$ cat src/rtl/core/assert_macros.svh
// Assertion helpers shared by the RTL; they are empty when synthesising.
`ifndef ASSERT_MACROS_SVH
`define ASSERT_MACROS_SVH

`ifndef SYNTHESIS

// Condition holds at every clock edge outside reset
`define BCS_ASSERT_ALWAYS(lbl, clk, rst_n, expr) \
    lbl: assert property (@(posedge clk) disable iff (!rst_n) (expr)) \
        else $error("assertion failed");

// Antecedent implies consequent in the same cycle
`define BCS_ASSERT_SAME(lbl, clk, rst_n, ante, cons) \
    lbl: assert property (@(posedge clk) disable iff (!rst_n) (ante) |-> (cons)) \
        else $error("assertion failed");

// Antecedent implies consequent in the next cycle
`define BCS_ASSERT_NEXT(lbl, clk, rst_n, ante, cons) \
    lbl: assert property (@(posedge clk) disable iff (!rst_n) (ante) |=> (cons)) \
        else $error("assertion failed");

`else

`define BCS_ASSERT_ALWAYS(lbl, clk, rst_n, expr)
`define BCS_ASSERT_SAME(lbl, clk, rst_n, ante, cons)
`define BCS_ASSERT_NEXT(lbl, clk, rst_n, ante, cons)

`endif

`endif

$ cat src/rtl/core/bcs_pkg.sv
package bcs_pkg;

    // Field widths
    localparam int OFFSET_W = 40;
    localparam int LEN_W    = 32;
    localparam int CS_W     = 32;

    // Chunk size after reset
    localparam logic [CS_W-1:0] CHUNK_SIZE_RESET = 32'd1048576;

    // One quotient bit per division step
    localparam int DIV_STEPS = OFFSET_W;
    localparam int CNT_W     = $clog2(DIV_STEPS);

    typedef enum logic [2:0] {
        ST_IDLE,
        ST_DIV,
        ST_CHECK,
        ST_EMIT,
        ST_ERR
    } bcs_state_t;

    // Controller to datapath
    typedef struct packed {
        logic load;
        logic div_step;
        logic emit_piece;
        logic emit_err;
    } bcs_cmd_t;

    // Datapath to controller
    typedef struct packed {
        logic len_zero;
        logic div_done;
        logic too_many;
        logic piece_last;
        logic out_free;
    } bcs_status_t;

endpackage

$ cat src/rtl/core/bcs_ifs.sv
// Request channel
interface bcs_req_if import bcs_pkg::*; ();
    logic                valid;
    logic                ready;
    logic [OFFSET_W-1:0] start_offset;
    logic [LEN_W-1:0]    length;

    modport source (output valid, start_offset, length, input ready);
    modport sink   (input valid, start_offset, length, output ready);
endinterface

// Result channel
interface bcs_rsp_if import bcs_pkg::*; ();
    logic                valid;
    logic                ready;
    logic [OFFSET_W-1:0] chunk_num;
    logic [CS_W-1:0]     offset_in_chunk;
    logic [LEN_W-1:0]    piece_length;
    logic                last_piece;
    logic                too_many_pieces;

    modport source (output valid, chunk_num, offset_in_chunk, piece_length,
                    last_piece, too_many_pieces, input ready);
    modport sink   (input valid, chunk_num, offset_in_chunk, piece_length,
                    last_piece, too_many_pieces, output ready);
endinterface

// Configuration write channel
interface bcs_cfg_if import bcs_pkg::*; ();
    logic            valid;
    logic            ready;
    logic [CS_W-1:0] chunk_size;

    modport source (output valid, chunk_size, input ready);
    modport sink   (input valid, chunk_size, output ready);
endinterface

$ cat src/rtl/core/bcs_ctrl.sv
module bcs_ctrl import bcs_pkg::*;
(
    input  logic        clk,
    input  logic        rst_n,
    input  logic        in_valid,
    output logic        in_ready,
    input  bcs_status_t status,
    output bcs_cmd_t    cmd
);

    bcs_state_t state_reg;
    bcs_state_t state_next;

    // State register
    always_ff @(posedge clk or negedge rst_n)
    begin
        if (!rst_n)
        begin
            state_reg <= ST_IDLE;
        end
        else
        begin
            state_reg <= state_next;
        end
    end

    // Next state
    always_comb
    begin
        state_next = state_reg;
        unique case (state_reg)
            ST_IDLE:
            begin
                if (in_valid && !status.len_zero)
                begin
                    state_next = ST_DIV;
                end
            end
            ST_DIV:
            begin
                if (status.div_done)
                begin
                    state_next = ST_CHECK;
                end
            end
            ST_CHECK:
            begin
                state_next = status.too_many ? ST_ERR : ST_EMIT;
            end
            ST_EMIT:
            begin
                if (status.out_free && status.piece_last)
                begin
                    state_next = ST_IDLE;
                end
            end
            ST_ERR:
            begin
                if (status.out_free)
                begin
                    state_next = ST_IDLE;
                end
            end
            default:
            begin
                state_next = ST_IDLE;
            end
        endcase
    end

    // Outputs
    always_comb
    begin
        in_ready       = 1'b0;
        cmd            = '0;
        unique case (state_reg)
            ST_IDLE:
            begin
                in_ready = 1'b1;
                cmd.load = in_valid;
            end
            ST_DIV:
            begin
                cmd.div_step = 1'b1;
            end
            ST_CHECK:
            begin
                cmd = '0;
            end
            ST_EMIT:
            begin
                cmd.emit_piece = status.out_free;
            end
            ST_ERR:
            begin
                cmd.emit_err = status.out_free;
            end
            default:
            begin
                cmd = '0;
            end
        endcase
    end

endmodule

$ cat src/rtl/core/bcs_dp.sv
module bcs_dp import bcs_pkg::*;
#(
    parameter int MAX_PIECES = 64
)
(
    input  logic                clk,
    input  logic                rst_n,
    input  logic [OFFSET_W-1:0] start_offset,
    input  logic [LEN_W-1:0]    length,
    input  bcs_cmd_t            cmd,
    output bcs_status_t         status,
    bcs_rsp_if.source           rsp,
    bcs_cfg_if.sink             cfg
);

    // Limit on bytes after the first piece: (MAX_PIECES - 1) * chunk size
    localparam int LIM_W = CS_W + $clog2(MAX_PIECES);

    logic [CS_W-1:0]     cs_reg;
    logic [CS_W-1:0]     cs_eff_reg;
    logic [LIM_W-1:0]    lim_reg;
    logic [LEN_W-1:0]    rem_reg;
    logic [OFFSET_W-1:0] q_reg;
    logic [CS_W-1:0]     r_reg;
    logic [CNT_W-1:0]    cnt_reg;

    logic                out_valid_reg;
    logic [OFFSET_W-1:0] out_index_reg;
    logic [CS_W-1:0]     out_off_reg;
    logic [LEN_W-1:0]    out_len_reg;
    logic                out_last_reg;
    logic                out_err_reg;

    logic [CS_W-1:0]     cs_in;
    logic [CS_W:0]       shifted;
    logic                ge;
    logic [CS_W-1:0]     room;
    logic [LEN_W-1:0]    piece;
    logic [LEN_W-1:0]    rem_after;
    logic                out_free;

    // Configuration register, always ready
    assign cfg.ready = 1'b1;

    always_ff @(posedge clk or negedge rst_n)
    begin
        if (!rst_n)
        begin
            cs_reg <= CHUNK_SIZE_RESET;
        end
        else if (cfg.valid)
        begin
            cs_reg <= cfg.chunk_size;
        end
    end

    // A chunk size of zero counts as one
    assign cs_in = (cs_reg == '0) ? CS_W'(1) : cs_reg;

    // Restoring division step: one quotient bit per cycle
    assign shifted = {r_reg, q_reg[OFFSET_W-1]};
    assign ge      = shifted >= {1'b0, cs_eff_reg};

    // Piece of the current chunk
    assign room      = cs_eff_reg - r_reg;
    assign piece     = (rem_reg < room) ? rem_reg : room;
    assign rem_after = rem_reg - piece;

    assign out_free = !out_valid_reg || rsp.ready;

    // Walk state
    always_ff @(posedge clk or negedge rst_n)
    begin
        if (!rst_n)
        begin
            cs_eff_reg <= '0;
            lim_reg    <= '0;
            rem_reg    <= '0;
            q_reg      <= '0;
            r_reg      <= '0;
        end
        else if (cmd.load)
        begin
            cs_eff_reg <= cs_in;
            lim_reg    <= LIM_W'(cs_in) * LIM_W'(MAX_PIECES - 1);
            rem_reg    <= length;
            q_reg      <= start_offset;
            r_reg      <= '0;
        end
        else if (cmd.div_step)
        begin
            q_reg <= {q_reg[OFFSET_W-2:0], ge};
            r_reg <= ge ? CS_W'(shifted - {1'b0, cs_eff_reg}) : CS_W'(shifted);
        end
        else if (cmd.emit_piece)
        begin
            rem_reg <= rem_after;
            q_reg   <= q_reg + OFFSET_W'(1);
            r_reg   <= '0;
        end
    end

    // Division step counter
    always_ff @(posedge clk or negedge rst_n)
    begin
        if (!rst_n)
        begin
            cnt_reg <= '0;
        end
        else if (cmd.load)
        begin
            cnt_reg <= '0;
        end
        else if (cmd.div_step)
        begin
            cnt_reg <= cnt_reg + CNT_W'(1);
        end
    end

    // Output register valid
    always_ff @(posedge clk or negedge rst_n)
    begin
        if (!rst_n)
        begin
            out_valid_reg <= 1'b0;
        end
        else if (cmd.emit_piece || cmd.emit_err)
        begin
            out_valid_reg <= 1'b1;
        end
        else if (rsp.ready)
        begin
            out_valid_reg <= 1'b0;
        end
    end

    // Output register payload
    always_ff @(posedge clk)
    begin
        if (cmd.emit_piece)
        begin
            out_index_reg <= q_reg;
            out_off_reg   <= r_reg;
            out_len_reg   <= piece;
            out_last_reg  <= (rem_after == '0);
            out_err_reg   <= 1'b0;
        end
        else if (cmd.emit_err)
        begin
            out_index_reg <= '0;
            out_off_reg   <= '0;
            out_len_reg   <= '0;
            out_last_reg  <= 1'b1;
            out_err_reg   <= 1'b1;
        end
    end

    assign rsp.valid           = out_valid_reg;
    assign rsp.chunk_num       = out_index_reg;
    assign rsp.offset_in_chunk = out_off_reg;
    assign rsp.piece_length    = out_len_reg;
    assign rsp.last_piece      = out_last_reg;
    assign rsp.too_many_pieces = out_err_reg;

    // Status back to the controller
    always_comb
    begin
        status            = '0;
        status.len_zero   = (length == '0);
        status.div_done   = (cnt_reg == CNT_W'(DIV_STEPS - 1));
        status.too_many   = LIM_W'(rem_after) > lim_reg;
        status.piece_last = (rem_after == '0);
        status.out_free   = out_free;
    end

endmodule

$ cat src/rtl/core/byte_range_chunk_splitter.sv
// Flow: a request is loaded in the idle state, run through the bit-serial divider
// (40 division steps), checked against the piece limit, then walked piece by piece
// into the output register. A new request is taken only in the idle state; one piece
// per cycle while the result channel is not stalling; zero length gives no result.
// Reset: rst_n asynchronous, active low; idle, chunk size back to 1048576.
`include "assert_macros.svh"

module byte_range_chunk_splitter import bcs_pkg::*;
#(
    parameter int MAX_PIECES = 64
)
(
    input  logic      clk,
    input  logic      rst_n,
    bcs_req_if.sink   req,
    bcs_rsp_if.source rsp,
    bcs_cfg_if.sink   cfg
);

    bcs_cmd_t    cmd;
    bcs_status_t status;
    logic        in_ready;
    logic        req_fire;
    logic        err_out;

    assign req.ready = in_ready;

    // Sequencer
    bcs_ctrl u_ctrl (
        .clk      (clk),
        .rst_n    (rst_n),
        .in_valid (req.valid),
        .in_ready (in_ready),
        .status   (status),
        .cmd      (cmd)
    );

    // Divider, piece walker and output register
    bcs_dp #(
        .MAX_PIECES (MAX_PIECES)
    ) u_dp (
        .clk          (clk),
        .rst_n        (rst_n),
        .start_offset (req.start_offset),
        .length       (req.length),
        .cmd          (cmd),
        .status       (status),
        .rsp          (rsp),
        .cfg          (cfg)
    );

    // Checks
    assign req_fire = req.valid && req.ready;
    assign err_out  = rsp.valid && rsp.too_many_pieces;

    `BCS_ASSERT_ALWAYS(a_cmd_onehot, clk, rst_n, $onehot0(cmd))
    `BCS_ASSERT_NEXT(a_err_result, clk, rst_n, cmd.emit_err, err_out && rsp.last_piece)
    `BCS_ASSERT_SAME(a_err_zero, clk, rst_n, err_out, rsp.piece_length == '0 && rsp.chunk_num == '0)
    `BCS_ASSERT_NEXT(a_busy_after_req, clk, rst_n, req_fire && req.length != '0, !req.ready)

endmodule

$ cat src/flat_wrapper.sv
// flat-port wrapper written by rule: the top's interface ports become plain ports
module byte_range_chunk_splitter_flat import bcs_pkg::*;
#(
    parameter int MAX_PIECES = 64
)
  (clk, rst_n, req_valid, req_start_offset, req_length, req_ready, rsp_valid, rsp_chunk_num, rsp_offset_in_chunk, rsp_piece_length, rsp_last_piece, rsp_too_many_pieces, rsp_ready, cfg_valid, cfg_chunk_size, cfg_ready);
  bcs_req_if req_i ();
  bcs_rsp_if rsp_i ();
  bcs_cfg_if cfg_i ();
  input  logic clk;
  input  logic rst_n;
  input wire logic [$bits(req_i.valid)-1:0] req_valid;
  input wire logic [$bits(req_i.start_offset)-1:0] req_start_offset;
  input wire logic [$bits(req_i.length)-1:0] req_length;
  output wire logic [$bits(req_i.ready)-1:0] req_ready;
  output wire logic [$bits(rsp_i.valid)-1:0] rsp_valid;
  output wire logic [$bits(rsp_i.chunk_num)-1:0] rsp_chunk_num;
  output wire logic [$bits(rsp_i.offset_in_chunk)-1:0] rsp_offset_in_chunk;
  output wire logic [$bits(rsp_i.piece_length)-1:0] rsp_piece_length;
  output wire logic [$bits(rsp_i.last_piece)-1:0] rsp_last_piece;
  output wire logic [$bits(rsp_i.too_many_pieces)-1:0] rsp_too_many_pieces;
  input wire logic [$bits(rsp_i.ready)-1:0] rsp_ready;
  input wire logic [$bits(cfg_i.valid)-1:0] cfg_valid;
  input wire logic [$bits(cfg_i.chunk_size)-1:0] cfg_chunk_size;
  output wire logic [$bits(cfg_i.ready)-1:0] cfg_ready;
  assign req_i.valid = req_valid;
  assign req_i.start_offset = req_start_offset;
  assign req_i.length = req_length;
  assign req_ready = req_i.ready;
  assign rsp_valid = rsp_i.valid;
  assign rsp_chunk_num = rsp_i.chunk_num;
  assign rsp_offset_in_chunk = rsp_i.offset_in_chunk;
  assign rsp_piece_length = rsp_i.piece_length;
  assign rsp_last_piece = rsp_i.last_piece;
  assign rsp_too_many_pieces = rsp_i.too_many_pieces;
  assign rsp_i.ready = rsp_ready;
  assign cfg_i.valid = cfg_valid;
  assign cfg_i.chunk_size = cfg_chunk_size;
  assign cfg_ready = cfg_i.ready;
  byte_range_chunk_splitter #(.MAX_PIECES(MAX_PIECES)) u_core (.clk(clk), .rst_n(rst_n), .req(req_i), .rsp(rsp_i), .cfg(cfg_i));
endmodule
$ cat config.mk
export PLATFORM = sky130hd
export DESIGN_NAME = byte_range_chunk_splitter_flat
export DESIGN_NICKNAME = d
export VERILOG_FILES = /design/src/rtl/core/bcs_pkg.sv /design/src/rtl/core/bcs_ifs.sv /design/src/rtl/core/bcs_ctrl.sv /design/src/rtl/core/bcs_dp.sv /design/src/rtl/core/byte_range_chunk_splitter.sv /design/src/flat_wrapper.sv
export VERILOG_INCLUDE_DIRS = /design/src /design/src/rtl/core
export SDC_FILE = /design/constraint.sdc
export NUM_CORES = 1
export LEC_CHECK = 0
export BUFFER_PORTS_ARGS = -buffer_cell sky130_fd_sc_hd__clkbuf_2
export CORE_MARGIN = 3
export CORE_UTILIZATION = 56
export DETAILED_ROUTE_END_ITERATION = 7
export PLACE_DENSITY = 0.87
export SYNTH_ARGS = -nofsm -noshare
export SYNTH_HDL_FRONTEND = slang
export SYNTH_SLANG_ARGS = --single-unit
$ cat constraint.sdc
create_clock -name clk -period 9.4 [get_ports clk]
set_clock_uncertainty 0.1 [all_clocks]
set_input_delay 0.94 -clock clk [delete_from_list [all_inputs] [get_ports clk]]
set_output_delay 0.94 -clock clk [all_outputs]
set_load 0.02 [all_outputs]
==> results.py, run 1 <==
metrics = {
    "layout": {
        "post-route-util_pct": 69.5,
        "layout-drive-gt1-share_pct": 21.6,
        "antennaDiodeCount": 0,
        "fin_nets": 3502,
        "fillers": 3204,
        "fin_area_mm2": 0.0296,
        "area_growth_pct": 21.0,
    },
    "logic_synthesis": {
        "async_reset_ff_share_pct": 67.0,
        "syn_area_per_cell_um2": 9.03,
        "synth.distinct_cells": 87,
        "ys_ff_latch": 321,
        "syn-cell-area_mm2": 0.0245,
        "ys.flop_type": "dfrtp_1",
        "seq_area_frac_synth_pct": 34.9,
        "mappedNetlistNets": 3113,
        "netlist_instances": 2711,
        "synth-edff-count": 105,
        "synth_warnings": 0,
    },
    "routing": {
        "vias": 23300,
        "antenna_left": 0,
        "wl_per_cell_um": 21.3,
        "drt_iter0_drc": 2795,
        "first_pass_iters": 7,
        "vias_per_cell": 6.27,
        "drc": 0,
        "wl_um": 78900,
    },
    "sta": {
        "report.final.slew_viol_count": 0,
        "setup_slack_ns": 0.00441,
        "slew_headroom_pct": 25.9,
        "fmax_mhz": 106,
        "worst-slew-pin-transition_ns": 1.11,
        "period_share_pct": 100,
        "period_needed_ns": 9.40,
        "hold_ws_ns": 0.272,
        "setup_violations": 0,
        "final-hold-violation-count": 0,
        "rsz0062_at_grt": "true",
    },
    "global_route": {
        "grtUsageTotal_pct": 33.3,
        "grt_max_degree": 101,
        "grt_pass1_vias": 22900,
        "overflow": 0,
        "grt_pass1_wl_um": 124000,
        "antenna_found_initial": 0,
    },
    "floorplan": {
        "rows": 75,
        "core_mm2": 0.0426,
        "ios": 218,
        "dieHeight_um": 215,
        "start_util_pct": 57.5,
        "die_x_um": 215,
        "floorplan.die_area_mm2": 0.0463,
    },
    "place": {
        "dp_worst_setup_slack_ns": -0.534,
        "place_area_mm2": 0.0277,
        "dp_hpwl_um": 59100,
        "gp_congestion": 0.998,
        "portBuffers": 216,
    },
    "clocking": {
        "numCtsBuffers": 38,
        "clockBufferDepth": 3,
        "cts_max_level": 2,
        "clk_latency_ns": 0.58,
        "root_buffer": "clkbuf_16",
        "cts_tree": "built",
        "cts_hold_buffers": 0,
        "cts.sinks": 321,
        "clk_pin_slew_worst_paths_ns": 0.07,
    },
    "worst_hold_path": {
        "holdCritPathClass": "input port to asynchronous set/reset pin",
    },
    "worst_setup_path": {
        "slowest_stage": "or4_4",
        "cp-start-kind": "register",
        "max_stage_delay_ns": 0.52,
        "critPathArrivalTime_ns": 9.77,
        "crit_family": "compound AO/OA/AOI/OAI gates",
        "worst-endpoint-required_ns": 9.77,
        "cp-end-kind": "register",
        "crit_top_cell": "o21a_1",
        "critPathMaxFanout": 8,
        "crit_type": "register to register",
        "path_buf_inv": 6,
    },
    "job": {
        "cap_viol_max_count": 0,
    },
    "run_status": {
        "outcome": "complete, no violations",
    },
}
## synth_stat cells (57+ instances only)
library cell	count	area (um^2)
edfxtp_1	105	3150
clkbuf_1	106	398
dfrtp_1	214	5360
a21oi_1	212	1060
nor2_1	229	860
xnor2_1	57	499
ha_1	199	2490
o21ai_0	208	1040
inv_1	219	822
nand3_1	57	285
fa_1	94	1880
nand2_1	269	1010
## kinds of logic (layout without fill, tap and decap cells)
logic type	Yosys count	in the layout	synth area share, %
AOI/OAI and AO/OA	759	759	19.4
xor gates and xnor gates	100	100	3.63
adders and majority gates	294	294	17.9
buffers and inverters	349	768	5.45
DFF	321	321	34.9
muxes	62	62	2.68
other	1	1	0.0153
and+or+nand+nor	825	825	15.9
## worst reg2reg max path: cells and delay by family (launching register included)
kind | cells | cell delay, ns
AND/OR/NAND/NOR | 12 | 2.13
flip-flops | 1 | 0.36
AO/OA/AOI/OAI | 25 | 4.24
adder cells (fa/ha/maj) | 5 | 1.45
buffers and inverters | 6 | 0.68
multiplexers | 1 | 0.10
XOR/XNOR | 1 | 0.30
## per-layer routing
metal	routed length (um)	GRT usage, %
met5	0	0
met4	3630	14.0
met3	6900	5.41
met2	36500	54.1
met1	31900	44.5
## layout by cell type, fill, tap and decap left out, types with 34 or more instances in the layout
cell type	n
nand2_1	266
buf_4	259
nor2_1	225
inv_1	216
clkbuf_2	215
dfrtp_1	214
a21oi_1	197
o21ai_0	195
ha_1	190
edfxtp_1	105
fa_1	92
xnor2_1	56
nand3_1	54
a21o_1	49
and2_1	44
xor2_1	41
a31oi_1	39
clkbuf_16	39
nand4_1	35
a22oi_1	34
## worst paths after layout
check                      depth (start not counted)                         end                    start  slack, ns
max                                               50  u_core.u_ctrl.state_reg[1]    u_core.u_dp.r_reg[15]      0.004
min                                                1        u_core.u_dp.q_reg[9]                    rst_n       0.27
max reg2reg                                       50  u_core.u_ctrl.state_reg[1]    u_core.u_dp.r_reg[15]      0.004
min reg2reg                                        2     u_core.u_dp.lim_reg[34]  u_core.u_dp.lim_reg[34]       0.38
max in group asynchronous                          2     u_core.u_dp.rem_reg[27]                    rst_n       7.47
min in group clk                                   2     u_core.u_dp.lim_reg[34]  u_core.u_dp.lim_reg[34]       0.38
## per-stage QoR
step / std cells / TNS (ns)
global route: 3707 / -0.900
detailed placement: 3614 / -1.17
CTS: 3691 / 0
floorplan: 2711 / 0
global placement: 3614 / -0.165
finish: 3707 / 0
## area by class of cell
cell class,instances,area (um^2),area share [%]
clock buffer,43,1000,3.38
tap,577,722,2.44
sequential,321,8550,28.9
inverter,219,822,2.78
timing repair buffer,479,3100,10.5
multi-input combinational,2041,15100,50.9
clock inverter,27,353,1.19
## repair_timing
action | 4_1_cts | 5_1_grt
pin swaps | 23 | 44
gates resized for setup | 35 | 52
setup endpoints to repair | 3 | 4
setup buffers | 7 | 16
Power of run 1 is not shown: default switching activity piles up to over one toggle a cycle in this logic, so the estimate is an artifact.
==> run 2, diff against run 1 <==
--- a/config.mk
+++ b/config.mk
@@ -6,6 +6,7 @@
 export SDC_FILE = /design/constraint.sdc
 export NUM_CORES = 1
 export LEC_CHECK = 0
+export ABC_AREA = 1
 export BUFFER_PORTS_ARGS = -buffer_cell sky130_fd_sc_hd__clkbuf_2
 export CORE_MARGIN = 3
 export CORE_UTILIZATION = 56
==> run 2 against run 1 <==
Effect of this change: sequential share of layout area is 2.5 points higher; count of clock-buffer cells in the layout rose by 5; hold slack improved by 0.0091 ns; first-iteration DRC count shrank 12%; area after synthesis about the same; core utilization fell by 5.5 points; final cell count rose by 3.0%; highest routed layer unchanged.
==> results.py, run 2 <==
metrics = {
    "floorplan": {
        "floorplan.die_area_mm2": 0.0463,
        "die_x_um": 215,
        "core_mm2": 0.0426,
        "start_util_pct": 57.5,
        "rows": 75,
        "ios": 218,
        "dieHeight_um": 215,
    },
    "logic_synthesis": {
        "syn_area_per_cell_um2": 7.99,
        "yosys.cell_count.top_type": "nand2_1",
        "seq_area_frac_synth_pct": 34.9,
        "synth.distinct_cells": 61,
        "ys.flop_type": "dfrtp_1",
        "netlist_instances": 3064,
        "mappedNetlistNets": 3466,
        "synth_area_leaders": "dfrtp_1 (22%), edfxtp_1 (13%), ha_1 (10%)",
        "synthTopCellsByCount": "nand2_1 (618), inv_1 (413), o21ai_0 (303)",
        "synth-edff-count": 105,
        "yosysTopAreaCell": "dfrtp_1",
        "ys_ff_latch": 321,
        "synth_warnings": 0,
        "async_reset_ff_share_pct": 67.0,
        "synth_top_area_share_pct": 21.9,
        "syn-cell-area_mm2": 0.0245,
    },
    "routing": {
        "wl_um": 72200,
        "wl_per_cell_um": 18.9,
        "antenna_left": 0,
        "drt_iter0_drc": 2449,
        "vias_per_cell": 5.80,
        "drc": 0,
        "first_pass_iters": 6,
        "vias": 22100,
    },
    "layout": {
        "antennaDiodeCount": 0,
        "fin_area_mm2": 0.0273,
        "final_common_cell": "nand2_1",
        "fin_nets": 3616,
        "final_cell_mix": "nand2_1 (614), inv_1 (413), o21ai_0 (303)",
        "area_growth_pct": 11.3,
        "fillers": 3558,
        "multi_input_area_mm2": 0.0139,
        "seqCellArea_mm2": 0.00855,
        "layout-drive-gt1-share_pct": 11.2,
    },
    "clocking": {
        "root_buffer": "clkbuf_16",
        "numCtsBuffers": 37,
        "cts_hold_buffers": 0,
        "cts_resized": 0,
        "cts_setup_buffers": 0,
        "clockBufferDepth": 3,
        "cts_tree": "built",
        "clk_latency_ns": 0.57,
        "cts.sinks": 321,
        "clk_pin_slew_worst_paths_ns": 0.06,
        "cts_max_level": 2,
    },
    "worst_setup_path": {
        "r2r-end": "u_core.u_ctrl.state_reg[1]",
        "r2r-start": "u_core.u_dp.cs_eff_reg[0]",
        "critPathMaxFanout": 6,
        "crit_type": "register to register",
        "slowest_stage": "o21ai_0",
        "max_stage_delay_ns": 0.73,
        "critPathArrivalTime_ns": 8.95,
        "cp-start-kind": "register",
        "worst-endpoint-required_ns": 9.77,
        "reg2reg_slack_ns": 0.82,
        "reg2regPathDepth": 49,
        "cp-end-kind": "register",
        "crit_top_cell": "nand2_1",
    },
    "job": {
        "cap_viol_max_count": 0,
    },
    "sta": {
        "period_share_pct": 91.3,
        "final-hold-violation-count": 0,
        "report.final.slew_viol_count": 0,
        "rsz0062_at_grt": "false",
        "period_needed_ns": 8.58,
        "tns_ns": 0,
        "setup_violations": 0,
        "slew_headroom_pct": 22.0,
        "worst-slew-pin-transition_ns": 1.17,
        "fmax_mhz": 117,
    },
    "global_route": {
        "grtUsageTotal_pct": 31.0,
        "grt_pass1_wl_um": 115000,
        "grt_max_degree": 93,
        "antenna_found_initial": 0,
        "overflow": 0,
        "grt_pass1_vias": 21500,
    },
    "place": {
        "portBuffers": 216,
        "gp_congestion": 1.02,
        "place_area_mm2": 0.0260,
        "dp_hpwl_um": 55900,
    },
    "run_status": {
        "outcome": "complete, no violations",
    },
    "worst_hold_path": {
        "holdCritPathClass": "input port to asynchronous set/reset pin",
    },
}
-- run 2: changes by cell type after synthesis, sizes merged, moves of 26 or more --
cell	delta
xor2	+26
mux2	-28
nand2	+374
a21o	-42
a31oi	-28
nand3	+38
mux2i	-34
nor2	+58
nand2b	-26
and2	-46
o21ai	+117
inv	+201
-- run 2: kinds of logic after synthesis --
kind of cell / Yosys count / synth area share (%)
other: 1 / 0.0153
AND/OR/NAND/NOR: 1137 / 19.8
AO/OA/AOI/OAI: 655 / 14.8
flip-flops: 321 / 34.9
XOR/XNOR: 116 / 4.15
adder cells (fa/ha/maj): 293 / 17.8
buffers and inverters: 541 / 8.42
-- run 2: worst max-delay path: cells and delay by family, from the launching register on --
kind / cells / cell delay, ns
adder cells (fa/ha/maj): 5 / 1.86
XOR/XNOR: 1 / 0.27
buffers and inverters: 7 / 0.55
AND/OR/NAND/NOR: 25 / 2.49
flip-flops: 1 / 0.40
AO/OA/AOI/OAI: 11 / 2.76
-- run 2: per-layer routing --
metal / vias to the layer above / part of all wire (%) / global-route usage [%]
met4: 0 / 4.3 / 13.2
met2: 1155 / 45 / 49.3
met5: - / 0 / 0
met3: 180 / 10 / 6.29
li1: 10500 / - / -
met1: 10300 / 40 / 41.5
-- run 2: worst max-delay path by stage --
stage	from	to	slack (ns)	cells past startpoint
floorplan	u_core.u_dp.r_reg[7]	u_core.u_ctrl.state_reg[0]	2.37	49
global placement	u_core.u_dp.cs_eff_reg[0]	u_core.u_ctrl.state_reg[0]	0.91	52
detailed placement	u_core.u_dp.cs_eff_reg[0]	u_core.u_ctrl.state_reg[1]	0.99	50
CTS	u_core.u_dp.cs_eff_reg[6]	u_core.u_ctrl.state_reg[1]	0.92	44
global route	u_core.u_dp.r_reg[2]	u_core.u_ctrl.state_reg[1]	0.07	49
finish	u_core.u_dp.cs_eff_reg[0]	u_core.u_ctrl.state_reg[1]	0.82	49
-- run 2: final cells by class --
class,count,share of cell area [%]
multi-input cells,2202,51.0
repair buffers,231,4.46
inverters,421,5.80
clock inverters,20,0.954
clock buffers,48,3.73
flip-flops and latches,321,31.4
well taps,577,2.65
-- run 2: through the flow --
step	hold WS (ns)	utilization, %	cells	setup WS (ns)
after floorplan	0.353	-	3064	2.37
after global placement	0.355	61.0	3752	0.912
after detailed placement	0.353	61.0	3752	0.986
after CTS	0.318	64.0	3820	0.919
after global routing	0.333	64.0	3820	0.0722
final	0.281	64.0	3820	0.821
Power of run 2 is left out for the same reason.
